## src/design/lgs_pkg.sv

```systemverilog
`default_nettype none
// ----------------------------------------------------------------------------
// lgs_pkg
// Types and constants shared by the life generation stencil unit: beat
// payloads, register select codes and neighbourhood masks.
// ----------------------------------------------------------------------------
package lgs_pkg;

  localparam int unsigned CFG_W       = 11;
  localparam int unsigned APB_ADDR_W  = 3;
  localparam int unsigned APB_DATA_W  = 32;
  localparam int unsigned REG_SEL_BIT = 2;
  localparam int unsigned POS_W       = 10;

  localparam logic [CFG_W-1:0] GRID_DIM_RESET = 11'd1024;

  // register select, taken from the word address
  typedef enum logic {
    REG_GRID_ROWS = 1'b0,
    REG_GRID_COLS = 1'b1
  } reg_sel_e;

  typedef enum logic {
    FUNC_CELL  = 1'b0,
    FUNC_DRAIN = 1'b1
  } func_e;

  typedef struct packed {
    logic func;
    logic cell_alive;
  } cell_beat_t;

  typedef struct packed {
    logic             next_alive;
    logic [POS_W-1:0] out_row;
    logic [POS_W-1:0] out_col;
    logic             frame_last;
  } result_beat_t;

  // which sides of the 3x3 window lie outside the grid
  typedef struct packed {
    logic top;
    logic bottom;
    logic left;
    logic right;
  } grid_border_t;

  // window bit layout: bits 0..2 left column, 3..5 centre, 6..8 right,
  // low bit of each column is the top row
  localparam logic [8:0] MASK_TOP    = 9'h049;
  localparam logic [8:0] MASK_BOTTOM = 9'h124;
  localparam logic [8:0] MASK_LEFT   = 9'h007;
  localparam logic [8:0] MASK_RIGHT  = 9'h1C0;
  localparam int unsigned CENTER_BIT = 4;

  localparam logic [3:0] BIRTH_COUNT   = 4'd3;
  localparam logic [3:0] SURVIVE_COUNT = 4'd2;

endpackage
`default_nettype wire

```

## src/design/lgs_if.sv

```systemverilog
`default_nettype none
// ----------------------------------------------------------------------------
// lgs_cell_if / lgs_result_if
// Valid/ready stream channels for cell beats and result beats.
// ----------------------------------------------------------------------------
interface lgs_cell_if;
  import lgs_pkg::*;

  logic       valid;
  logic       ready;
  cell_beat_t payload;

  modport source (output valid, output payload, input ready);
  modport sink   (input valid, input payload, output ready);
endinterface

interface lgs_result_if;
  import lgs_pkg::*;

  logic         valid;
  logic         ready;
  result_beat_t payload;

  modport source (output valid, output payload, input ready);
  modport sink   (input valid, input payload, output ready);
endinterface
`default_nettype wire

```

## src/design/lgs_rule.sv

```systemverilog
`default_nettype none
// ----------------------------------------------------------------------------
// lgs_rule
// B3/S23 next-state decision for the centre of a 3x3 window, with the sides
// that fall outside the grid forced dead.
// ----------------------------------------------------------------------------
module lgs_rule (
  input  logic [8:0]           window_i,
  input  lgs_pkg::grid_border_t border_i,
  output logic                 next_alive_o
);
  import lgs_pkg::*;

  logic [8:0] masked;
  logic [3:0] count;

  always_comb begin
    masked = window_i;
    if (border_i.top)    masked = masked & ~MASK_TOP;
    if (border_i.bottom) masked = masked & ~MASK_BOTTOM;
    if (border_i.left)   masked = masked & ~MASK_LEFT;
    if (border_i.right)  masked = masked & ~MASK_RIGHT;

    // eight neighbours, centre excluded
    count = '0;
    for (int i = 0; i < 9; i++) begin
      if (i != CENTER_BIT) count = count + 4'(masked[i]);
    end

    if (masked[CENTER_BIT]) begin
      next_alive_o = (count == SURVIVE_COUNT) || (count == BIRTH_COUNT);
    end else begin
      next_alive_o = (count == BIRTH_COUNT);
    end
  end

endmodule
`default_nettype wire

```

## src/design/life_generation_stencil_unit.sv

```systemverilog
`default_nettype none
// ----------------------------------------------------------------------------
// life_generation_stencil_unit
// One generation of Conway's Life (B3/S23) over a raster-order cell stream.
// ----------------------------------------------------------------------------
// Takes one cell beat per clock unless stalled; once grid_cols + 1 beats are in,
// gives one result beat per cell beat: the next state of the cell that arrived
// grid_cols + 1 beats earlier, with its row, column and a frame_last flag on
// the final cell. After the last cell of a frame, send grid_cols + 1 drain
// beats (func = 1) to flush the tail; drain beats before the frame end and
// drain beats with nothing pending are swallowed without a result. The edge
// that accepts a beat also registers the read of the two row stores; the
// window shift and the rule then write the result register once stage 1
// advances, which waits while a held result is not taken. The row stores
// have one read and one write port each, and a forward path covers the read
// of a column written by the beat just ahead, so the unit sustains one beat
// per clock while no result is held back. The row stores need no clearing pass
// after reset: the top row of a frame has its upper neighbours forced dead,
// so no entry is read unmasked before this frame has written it. A register
// write restarts the frame; write registers only while the unit is idle.
// Dimensions of 0 act as 1, dimensions above MAX_ROWS / MAX_COLS saturate.
// ----------------------------------------------------------------------------
module life_generation_stencil_unit #(
  parameter int unsigned MAX_ROWS = 1024,
  parameter int unsigned MAX_COLS = 1024
) (
  input  logic                           clk_i,
  input  logic                           rst_ni,
  lgs_cell_if.sink                       cell_i,
  lgs_result_if.source                   result_o,
  input  logic                           psel,
  input  logic                           penable,
  input  logic                           pwrite,
  input  logic [lgs_pkg::APB_ADDR_W-1:0] paddr,
  input  logic [lgs_pkg::APB_DATA_W-1:0] pwdata,
  output logic [lgs_pkg::APB_DATA_W-1:0] prdata,
  output logic                           pready
);
  import lgs_pkg::*;

  // column index / store address
  localparam int unsigned COL_W  = $clog2(MAX_COLS);
  // reported row index
  localparam int unsigned ROW_W  = $clog2(MAX_ROWS);
  // input row counter runs up to rows + 1 while draining
  localparam int unsigned ROWC_W = $clog2(MAX_ROWS + 2);
  // effective dimensions, 1 .. MAX
  localparam int unsigned COLS_W = $clog2(MAX_COLS + 1);
  localparam int unsigned ROWS_W = $clog2(MAX_ROWS + 1);

  // beat held between store read and window update
  typedef struct packed {
    logic             cell_bit;   // dead padding for drain beats
    logic [COL_W-1:0] col;        // store address of this beat
    logic             col_zero;
    logic             emit;       // this beat produces a result
    logic             last;       // result is the final cell of the frame
    grid_border_t     border;
    logic [ROW_W-1:0] rep_row;    // position of the reported cell
    logic [COL_W-1:0] rep_col;
    logic             fwd_hit;    // store read overtaken by the beat ahead
    logic             fwd_up;
    logic             fwd_mid;
  } stage_t;

  function automatic logic [12:0] clamp_dim(input logic [CFG_W-1:0] raw,
                                            input logic [12:0] maxv);
    logic [12:0] v;
    v = 13'(raw);
    if (raw == '0) v = 13'd1;
    else if (v > maxv) v = maxv;
    return v;
  endfunction

  // --------------------------------------------------------------------------
  // configuration registers
  // --------------------------------------------------------------------------
  logic [CFG_W-1:0]  grid_rows_q;
  logic [CFG_W-1:0]  grid_cols_q;
  logic [ROWS_W-1:0] rows_eff;
  logic [COLS_W-1:0] cols_eff;
  logic              cfg_wr;
  reg_sel_e          reg_sel;

  assign pready  = 1'b1;
  assign cfg_wr  = psel && penable && pwrite;
  assign reg_sel = reg_sel_e'(paddr[REG_SEL_BIT]);

  always_ff @(posedge clk_i or negedge rst_ni) begin
    if (!rst_ni) begin
      grid_rows_q <= GRID_DIM_RESET;
      grid_cols_q <= GRID_DIM_RESET;
    end else if (cfg_wr) begin
      case (reg_sel)
        REG_GRID_ROWS: grid_rows_q <= pwdata[CFG_W-1:0];
        REG_GRID_COLS: grid_cols_q <= pwdata[CFG_W-1:0];
        default: ;
      endcase
    end
  end

  always_comb begin
    case (reg_sel)
      REG_GRID_ROWS: prdata = APB_DATA_W'(grid_rows_q);
      REG_GRID_COLS: prdata = APB_DATA_W'(grid_cols_q);
      default:       prdata = '0;
    endcase
  end

  assign rows_eff = ROWS_W'(clamp_dim(grid_rows_q, 13'(MAX_ROWS)));
  assign cols_eff = COLS_W'(clamp_dim(grid_cols_q, 13'(MAX_COLS)));

  // --------------------------------------------------------------------------
  // input position and report position counters
  // --------------------------------------------------------------------------
  logic [ROWC_W-1:0] in_row_q;
  logic [COL_W-1:0]  in_col_q;
  logic [ROW_W-1:0]  rep_row_q;
  logic [COL_W-1:0]  rep_col_q;

  logic   cell_acc;
  logic   in_frame;
  logic   beat_used;
  logic   load_s1;
  logic   in_col_wrap;
  logic   emit_now;
  logic   rep_col_last;
  logic   rep_row_last;
  logic   frame_end;

  stage_t s1_d;
  stage_t s1_q;
  logic   s1_valid_q;
  logic   advance;
  logic   up_rd_q;
  logic   mid_rd_q;
  logic   s1_up_eff;
  logic   s1_mid_eff;

  assign cell_acc  = cell_i.valid && cell_i.ready;
  assign in_frame  = in_row_q < ROWC_W'(rows_eff);
  // drain beats inside the frame carry nothing
  assign beat_used = !(in_frame && (cell_i.payload.func == FUNC_DRAIN));
  assign load_s1   = cell_acc && beat_used;

  assign in_col_wrap  = (COLS_W'(in_col_q) + COLS_W'(1)) == cols_eff;
  // results start once grid_cols + 1 beats have gone in
  assign emit_now     = (in_row_q >= ROWC_W'(2)) ||
                        ((in_row_q == ROWC_W'(1)) && (in_col_q != '0));
  assign rep_col_last = (COLS_W'(rep_col_q) + COLS_W'(1)) == cols_eff;
  assign rep_row_last = (ROWS_W'(rep_row_q) + ROWS_W'(1)) == rows_eff;
  assign frame_end    = rep_row_last && rep_col_last;

  always_ff @(posedge clk_i or negedge rst_ni) begin
    if (!rst_ni) begin
      in_row_q  <= '0;
      in_col_q  <= '0;
      rep_row_q <= '0;
      rep_col_q <= '0;
    end else if (cfg_wr) begin
      // frame restart
      in_row_q  <= '0;
      in_col_q  <= '0;
      rep_row_q <= '0;
      rep_col_q <= '0;
    end else if (load_s1) begin
      if (emit_now && frame_end) begin
        // last cell reported, ready for the next frame
        in_row_q  <= '0;
        in_col_q  <= '0;
        rep_row_q <= '0;
        rep_col_q <= '0;
      end else begin
        if (in_col_wrap) begin
          in_col_q <= '0;
          in_row_q <= in_row_q + ROWC_W'(1);
        end else begin
          in_col_q <= in_col_q + COL_W'(1);
        end
        if (emit_now) begin
          if (rep_col_last) begin
            rep_col_q <= '0;
            rep_row_q <= rep_row_q + ROW_W'(1);
          end else begin
            rep_col_q <= rep_col_q + COL_W'(1);
          end
        end
      end
    end
  end

  // --------------------------------------------------------------------------
  // stage 1: row store read
  // --------------------------------------------------------------------------
  logic result_valid_q;

  // stall only when a result must go out and the result register is held
  assign advance      = s1_valid_q && (!s1_q.emit || !result_valid_q || result_o.ready);
  assign cell_i.ready = !s1_valid_q || advance;

  // the beat ahead may still be writing the column being read
  assign s1_mid_eff = s1_q.fwd_hit ? s1_q.fwd_mid : mid_rd_q;
  assign s1_up_eff  = s1_q.fwd_hit ? s1_q.fwd_up  : up_rd_q;

  always_comb begin
    s1_d.cell_bit      = in_frame && cell_i.payload.cell_alive;
    s1_d.col           = in_col_q;
    s1_d.col_zero      = (in_col_q == '0);
    s1_d.emit          = emit_now;
    s1_d.last          = emit_now && frame_end;
    s1_d.border.top    = (rep_row_q == '0);
    s1_d.border.bottom = rep_row_last;
    s1_d.border.left   = (rep_col_q == '0);
    s1_d.border.right  = rep_col_last;
    s1_d.rep_row       = rep_row_q;
    s1_d.rep_col       = rep_col_q;
    s1_d.fwd_hit       = s1_valid_q && (s1_q.col == in_col_q);
    s1_d.fwd_up        = s1_mid_eff;
    s1_d.fwd_mid       = s1_q.cell_bit;
  end

  always_ff @(posedge clk_i or negedge rst_ni) begin
    if (!rst_ni) begin
      s1_valid_q <= 1'b0;
    end else if (cell_i.ready) begin
      s1_valid_q <= load_s1;
    end
  end

  always_ff @(posedge clk_i) begin
    if (load_s1) s1_q <= s1_d;
  end

  // row stores: upper holds the row two back, middle the row just before
  logic up_mem  [MAX_COLS];
  logic mid_mem [MAX_COLS];

  always_ff @(posedge clk_i) begin
    if (advance) up_mem[s1_q.col] <= s1_mid_eff;
    if (load_s1) up_rd_q <= up_mem[in_col_q];
  end

  always_ff @(posedge clk_i) begin
    if (advance) mid_mem[s1_q.col] <= s1_q.cell_bit;
    if (load_s1) mid_rd_q <= mid_mem[in_col_q];
  end

  // --------------------------------------------------------------------------
  // stage 2: window shift, rule, result register
  // --------------------------------------------------------------------------
  logic [8:0]   win_q;
  logic [2:0]   col_bits;
  logic [8:0]   win_shift;
  logic [8:0]   rule_win;
  logic         rule_alive;
  result_beat_t result_q;

  assign col_bits  = {s1_q.cell_bit, s1_mid_eff, s1_up_eff};
  assign win_shift = {col_bits, win_q[8:3]};
  // at column zero the reported cell is the last one of the row before, so
  // the window is taken before the new column comes in
  assign rule_win  = s1_q.col_zero ? {3'b000, win_q[8:3]} : win_shift;

  lgs_rule u_lgs_rule (
    .window_i     (rule_win),
    .border_i     (s1_q.border),
    .next_alive_o (rule_alive)
  );

  always_ff @(posedge clk_i or negedge rst_ni) begin
    if (!rst_ni) begin
      win_q <= '0;
    end else if (cfg_wr) begin
      win_q <= '0;
    end else if (advance) begin
      win_q <= (s1_q.emit && s1_q.last) ? '0 : win_shift;
    end
  end

  always_ff @(posedge clk_i or negedge rst_ni) begin
    if (!rst_ni) begin
      result_valid_q <= 1'b0;
    end else if (advance && s1_q.emit) begin
      result_valid_q <= 1'b1;
    end else if (result_o.ready) begin
      result_valid_q <= 1'b0;
    end
  end

  always_ff @(posedge clk_i) begin
    if (advance && s1_q.emit) begin
      result_q.next_alive <= rule_alive;
      result_q.out_row    <= POS_W'(s1_q.rep_row);
      result_q.out_col    <= POS_W'(s1_q.rep_col);
      result_q.frame_last <= s1_q.last;
    end
  end

  assign result_o.valid   = result_valid_q;
  assign result_o.payload = result_q;

endmodule
`default_nettype wire

```

## src/flat_wrapper.sv

```systemverilog
// flat-port wrapper written by rule: the top's interface ports become plain ports
module life_generation_stencil_unit_flat import lgs_pkg::*;
#(
  parameter int unsigned MAX_ROWS = 1024,
  parameter int unsigned MAX_COLS = 1024
)
  (clk_i, rst_ni, psel, penable, pwrite, paddr, pwdata, prdata, pready, cell_i_valid, cell_i_payload, cell_i_ready, result_o_valid, result_o_payload, result_o_ready);
  lgs_cell_if cell_i_i ();
  lgs_result_if result_o_i ();
  input  logic clk_i;
  input  logic rst_ni;
  input  logic psel;
  input  logic penable;
  input  logic pwrite;
  input  logic [lgs_pkg::APB_ADDR_W-1:0] paddr;
  input  logic [lgs_pkg::APB_DATA_W-1:0] pwdata;
  output logic [lgs_pkg::APB_DATA_W-1:0] prdata;
  output logic pready;
  input wire logic [$bits(cell_i_i.valid)-1:0] cell_i_valid;
  input wire logic [$bits(cell_i_i.payload)-1:0] cell_i_payload;
  output wire logic [$bits(cell_i_i.ready)-1:0] cell_i_ready;
  output wire logic [$bits(result_o_i.valid)-1:0] result_o_valid;
  output wire logic [$bits(result_o_i.payload)-1:0] result_o_payload;
  input wire logic [$bits(result_o_i.ready)-1:0] result_o_ready;
  assign cell_i_i.valid = cell_i_valid;
  assign cell_i_i.payload = cell_i_payload;
  assign cell_i_ready = cell_i_i.ready;
  assign result_o_valid = result_o_i.valid;
  assign result_o_payload = result_o_i.payload;
  assign result_o_i.ready = result_o_ready;
  life_generation_stencil_unit #(.MAX_ROWS(MAX_ROWS), .MAX_COLS(MAX_COLS)) u_core (.clk_i(clk_i), .rst_ni(rst_ni), .cell_i(cell_i_i), .result_o(result_o_i), .psel(psel), .penable(penable), .pwrite(pwrite), .paddr(paddr), .pwdata(pwdata), .prdata(prdata), .pready(pready));
endmodule
```

## config.mk

```make
export PLATFORM = sky130hd
export DESIGN_NAME = life_generation_stencil_unit_flat
export DESIGN_NICKNAME = d
export VERILOG_FILES = /design/src/design/lgs_pkg.sv /design/src/design/lgs_if.sv /design/src/design/lgs_rule.sv /design/src/design/life_generation_stencil_unit.sv /design/src/flat_wrapper.sv
export SDC_FILE = /design/constraint.sdc
export NUM_CORES = 2
export LEC_CHECK = 0
export BUFFER_PORTS_ARGS = -buffer_cell sky130_fd_sc_hd__buf_2
export CORE_ASPECT_RATIO = 1.25
export CORE_UTILIZATION = 40
export CTS_CLUSTER_DIAMETER = 200
export DETAILED_ROUTE_END_ITERATION = 6
export PLACE_DENSITY_LB_ADDON = 0.08
export SYNTH_ARGS = -nofsm -noshare
export SYNTH_HDL_FRONTEND = slang
export SYNTH_HIERARCHICAL = 1
export SYNTH_SLANG_ARGS = --single-unit
```

## constraint.sdc

```tcl
create_clock -name clk_i -period 19.7 [get_ports clk_i]
set_input_delay 0 -clock clk_i [delete_from_list [all_inputs] [get_ports clk_i]]
set_output_delay 0 -clock clk_i [all_outputs]
set_load 0.01 [all_outputs]
```

==> run_results.csv <==
group,metric,value,unit
outcome,status,"finished, final reports clean",
routing,drcViolationCount,0,
final_layout,utilization,45.25,%
clock_network,clk_latency,0.88,ns
job,maxCapViolCount,0,
floorplan,initial_core_util,40.38,%
setup_path,cp_data_required_time,20.23,ns
synthesis,synth_edf_count,2113,
worst_hold_path,hp-class,"in2reg",
setup_path,reg2reg_depth,10,
synthesis,yosys_warnings,6,
setup_path,critPathCapture,"u_core/up_rd_q$_DFFE_PP_",
floorplan,die_h,533.7,um
final_layout,area_growth,12.06,%
timing,setup_viol,0,
grt,grt.total_usage,24.74,%
setup_path,cp_max_fo,37,
clock_network,cts_max_level,4,
routing,routed_wl,283.6,mm
clock_network,ctsResizeCount,0,
timing,period_minus_slack,6.468,ns
synthesis,yosysTopAreaCellShare,70.14,%
floorplan,dieArea,0.2281,sq mm
routing,drt.antenna.violating_nets,0,
grt,grt_max_degree,227,
timing,fin_crit_sh,32.83,%
power,p_per_area,129.0,mW/mm^2
routing,drtIter0Drc,5468,
clock_network,cts_made_buffers,222,
setup_path,r2r_slack,13.23,ns
synthesis,yosysMostFrequentCell,"edfxtp_1",
setup_path,critPathCaptureType,"flop",
floorplan,io-pin-count,101,
grt,antenna_found_initial,23,
clock_network,root_buffer,"clkbuf_16",
floorplan,die_x,427.4,um
setup_path,cp-startpoint,"u_core/in_col_q[0]$_DFFE_PN0P_",
synthesis,ys_seq_area_share,72.10,%
final_layout,nNetsFinal,5485,
grt,grt_pass1_wl,395.8,mm
timing,finalWorstSetupSlack,13.23,ns
synthesis,syn_area_per_cell,16.85,sq um
setup_path,worst-path-stages,10,
timing,clock.fmax,154.6,MHz
final_layout,n_fill_cell,19562,
placed_design,pre_cts_slack,13.07,ns
routing,drt-wirelength-per-cell,33.26,um
synthesis,synth_area_leaders,"edfxtp_1 (70%), mux4_2 (13%), nor2_1 (4.6%), dfrtp_1 (1.9%), mux2i_1 (1.1%)",
timing,skew,0.05821,ns
final_layout,drive_above_1_share,20.17,%
clock_network,cts_buffer_depth,4,
setup_path,path_cells,"buf_4 -> buf_4 -> buf_4 -> mux4_2 -> a221oi_1 -> o21ai_0 -> a2111oi_1 -> o21ai_0 -> nand4_1 -> nand4_1",
setup_path,crit_family,"compound AO/OA/AOI/OAI gates",
synthesis,netlist_area,0.09047,sq mm
placed_design,hpwl,155.7,mm
setup_path,r2r_end,"u_core/up_rd_q$_DFFE_PP_",
clock_network,cts_tree,"done",
timing,tightest_slew,1.265,ns
routing,dr_total_vias,50151,
floorplan,fp.coreArea,0.2240,sq mm
synthesis,synth.distinct_cells,93,
floorplan,rows,194,
synthesis,async_reset_ff_share,3.251,%
setup_path,rr_startpoint,"u_core/in_col_q[0]$_DFFE_PN0P_",
synthesis,netlist_instances,5370,
timing,rsz0062_at_grt,"no",
setup_path,crit_type,"reg2reg",
timing,slew_headroom,15.45,%
clock_network,clk_pin_slew,0.07,ns
placed_design,place.gp.congestion,0.8059,
power,vdd_drop_max,0.1030,mV
synthesis,synth_seq_cells,2184,
routing,viasPerCell,5.882,
synthesis,synthTopCellsByCount,"edfxtp_1 (2,113), nor2_1 (1,102), mux4_2 (507)",
synthesis,yosysTopAreaCell,"edfxtp_1",
setup_path,cp_slowest_cell,"a2111oi_1",
synthesis,synth_top_flop_cell,"edfxtp_1",
clock_network,post_cts_buffers,0,
power,p_leak,31.33,nW
routing,first_pass_iters,5,
setup_path,startpoint_type,"flop",
grt,grt.overflow.total,0,
placed_design,portBuffers,55,
setup_path,arrival,7.00,ns
clock_network,clock-sinks,2184,
timing,finalHoldViolCount,0,
setup_path,path_common_cell,"buf_4",
grt,grt_pass1_vias,51457,
setup_path,path_buf_inv,3,
timing,final.setup.tns,0,ns
timing,drv_slew,0,
power,power.total,13.08,mW
setup_path,slowest_delay,1.14,ns
-- layout make-up --
| cell class | count | area [sq um] | area share, % |
|---|---|---|---|
| sequential | 2184 | 65250 | 64.36 |
| multi-input combinational | 2733 | 23570 | 23.25 |
| clock buffer | 269 | 5784 | 5.706 |
| tap | 2940 | 3679 | 3.628 |
| timing repair buffer | 246 | 1892 | 1.866 |
| clock inverter | 123 | 1077 | 1.063 |
| inverter | 28 | 117.6 | 0.1160 |
| antenna | 3 | 7.507 | 0.007405 |
-- registers in the layout (all words and copies together), names as in the netlist, 6 cells and up --
register and cells:
u_core/mid_mem 1024, u_core/up_mem 1024, u_core/s1_q 40, u_core/result_o.payload 22, u_core/grid_cols_q 11, u_core/grid_rows_q 11, u_core/in_row_q 11, u_core/in_col_q 10
u_core/rep_col_q 10, u_core/rep_row_q 10, u_core/win_q 6
-- cell usage in the layout (no fill, tap or decap), types with 14 or more instances in the layout --
master	instances
mux4_2	507
conb_1	22
o21ai_0	56
nand2_1	193
xnor2_1	31
nand2b_1	16
a221oi_1	28
a31oi_1	17
mux2i_1	99
edfxtp_1	2113
and3_1	17
nand4_1	15
buf_2	54
a211oi_1	16
clkinv_2	36
nor2_1	1097
ha_1	22
buf_4	148
o211ai_1	17
nand3_1	61
xor2_1	14
a21oi_1	63
nor4_1	19
clkbuf_16	224
a22o_1	17
bufinv_16	19
nand2_4	32
mux2_2	35
clkinv_1	58
o22ai_1	14
nor3_1	32
nor2b_1	17
dfrtp_1	61
inv_1	21
clkbuf_1	44
dlygate4sd3_1	37
a22oi_1	89
-- cells by family after synthesis --
group,count (synthesis),share of synthesized area [%]
muxes,641,14.15
xor gates and xnor gates,47,0.4799
and+or+nand+nor,1585,7.348
buffers and inverters,473,2.274
DFF,2184,72.10
adders and majority gates,26,0.3928
AOI/OAI and AO/OA,412,3.243
other,2,0.008301
-- through the flow --
stage | instance area, sq um | hold slack (ns) | instances
after floorplan | 90540 | -0.2956 | 5390
after global placement | 94140 | -0.1642 | 8094
after detailed placement | 94140 | -0.1637 | 8094
after CTS | 101400 | 0.008247 | 8523
after global routing | 101400 | 0.06782 | 8524
final | 101400 | 0.03031 | 8526
-- per-layer routing --
metal / track usage (%) / routed length, um / vias up
met5: 0 / 8 / -
met4: 7.091 / 8357 / 2
met3: 2.895 / 17150 / 397
met2: 41.47 / 141300 / 1778
met1: 33.95 / 116800 / 26967
li1: - / - / 21007
-- where the power goes --
group / leakage [nW] / switching [mW] / internal (mW)
Combinational: 8.02 / 2.08 / 1.22
Clock: 3.36 / 1.79 / 2.32
Sequential: 19.9 / 0.131 / 5.53
-- worst min path at each step --
stage / slack (ns) / to / depth (start not counted) / startpoint
2_1_floorplan: -0.30 / u_core/grid_cols_q[0]$_DFFE_PN0P_ / 0 / rst_ni
3_3_place_gp: -0.16 / u_core/result_o.valid$_DFFE_PN0P_ / 1 / rst_ni
3_5_place_dp: -0.16 / u_core/win_q[7]$_DFFE_PN0P_ / 1 / rst_ni
4_1_cts: 0.008 / u_core/in_row_q[10]$_DFFE_PN0P_ / 6 / cell_i_valid
5_1_grt: 0.07 / u_core/in_row_q[10]$_DFFE_PN0P_ / 6 / cell_i_valid
6_report: 0.03 / u_core/in_row_q[10]$_DFFE_PN0P_ / 6 / cell_i_valid
-- repair_timing --
item                       in CTS  in global routing
hold buffers                   37                  0
hold endpoints to repair      122                  0
setup endpoints to repair       0                  0
-- worst min-delay path, delay by kind of cell --
kind | cells | cell delay (ns)
AO/OA/AOI/OAI | 1 | 0.38
XOR/XNOR | 1 | 0.12
buffers and inverters | 1 | 0.09
AND/OR/NAND/NOR | 3 | 0.29
Power figures use the tool's default switching activity.
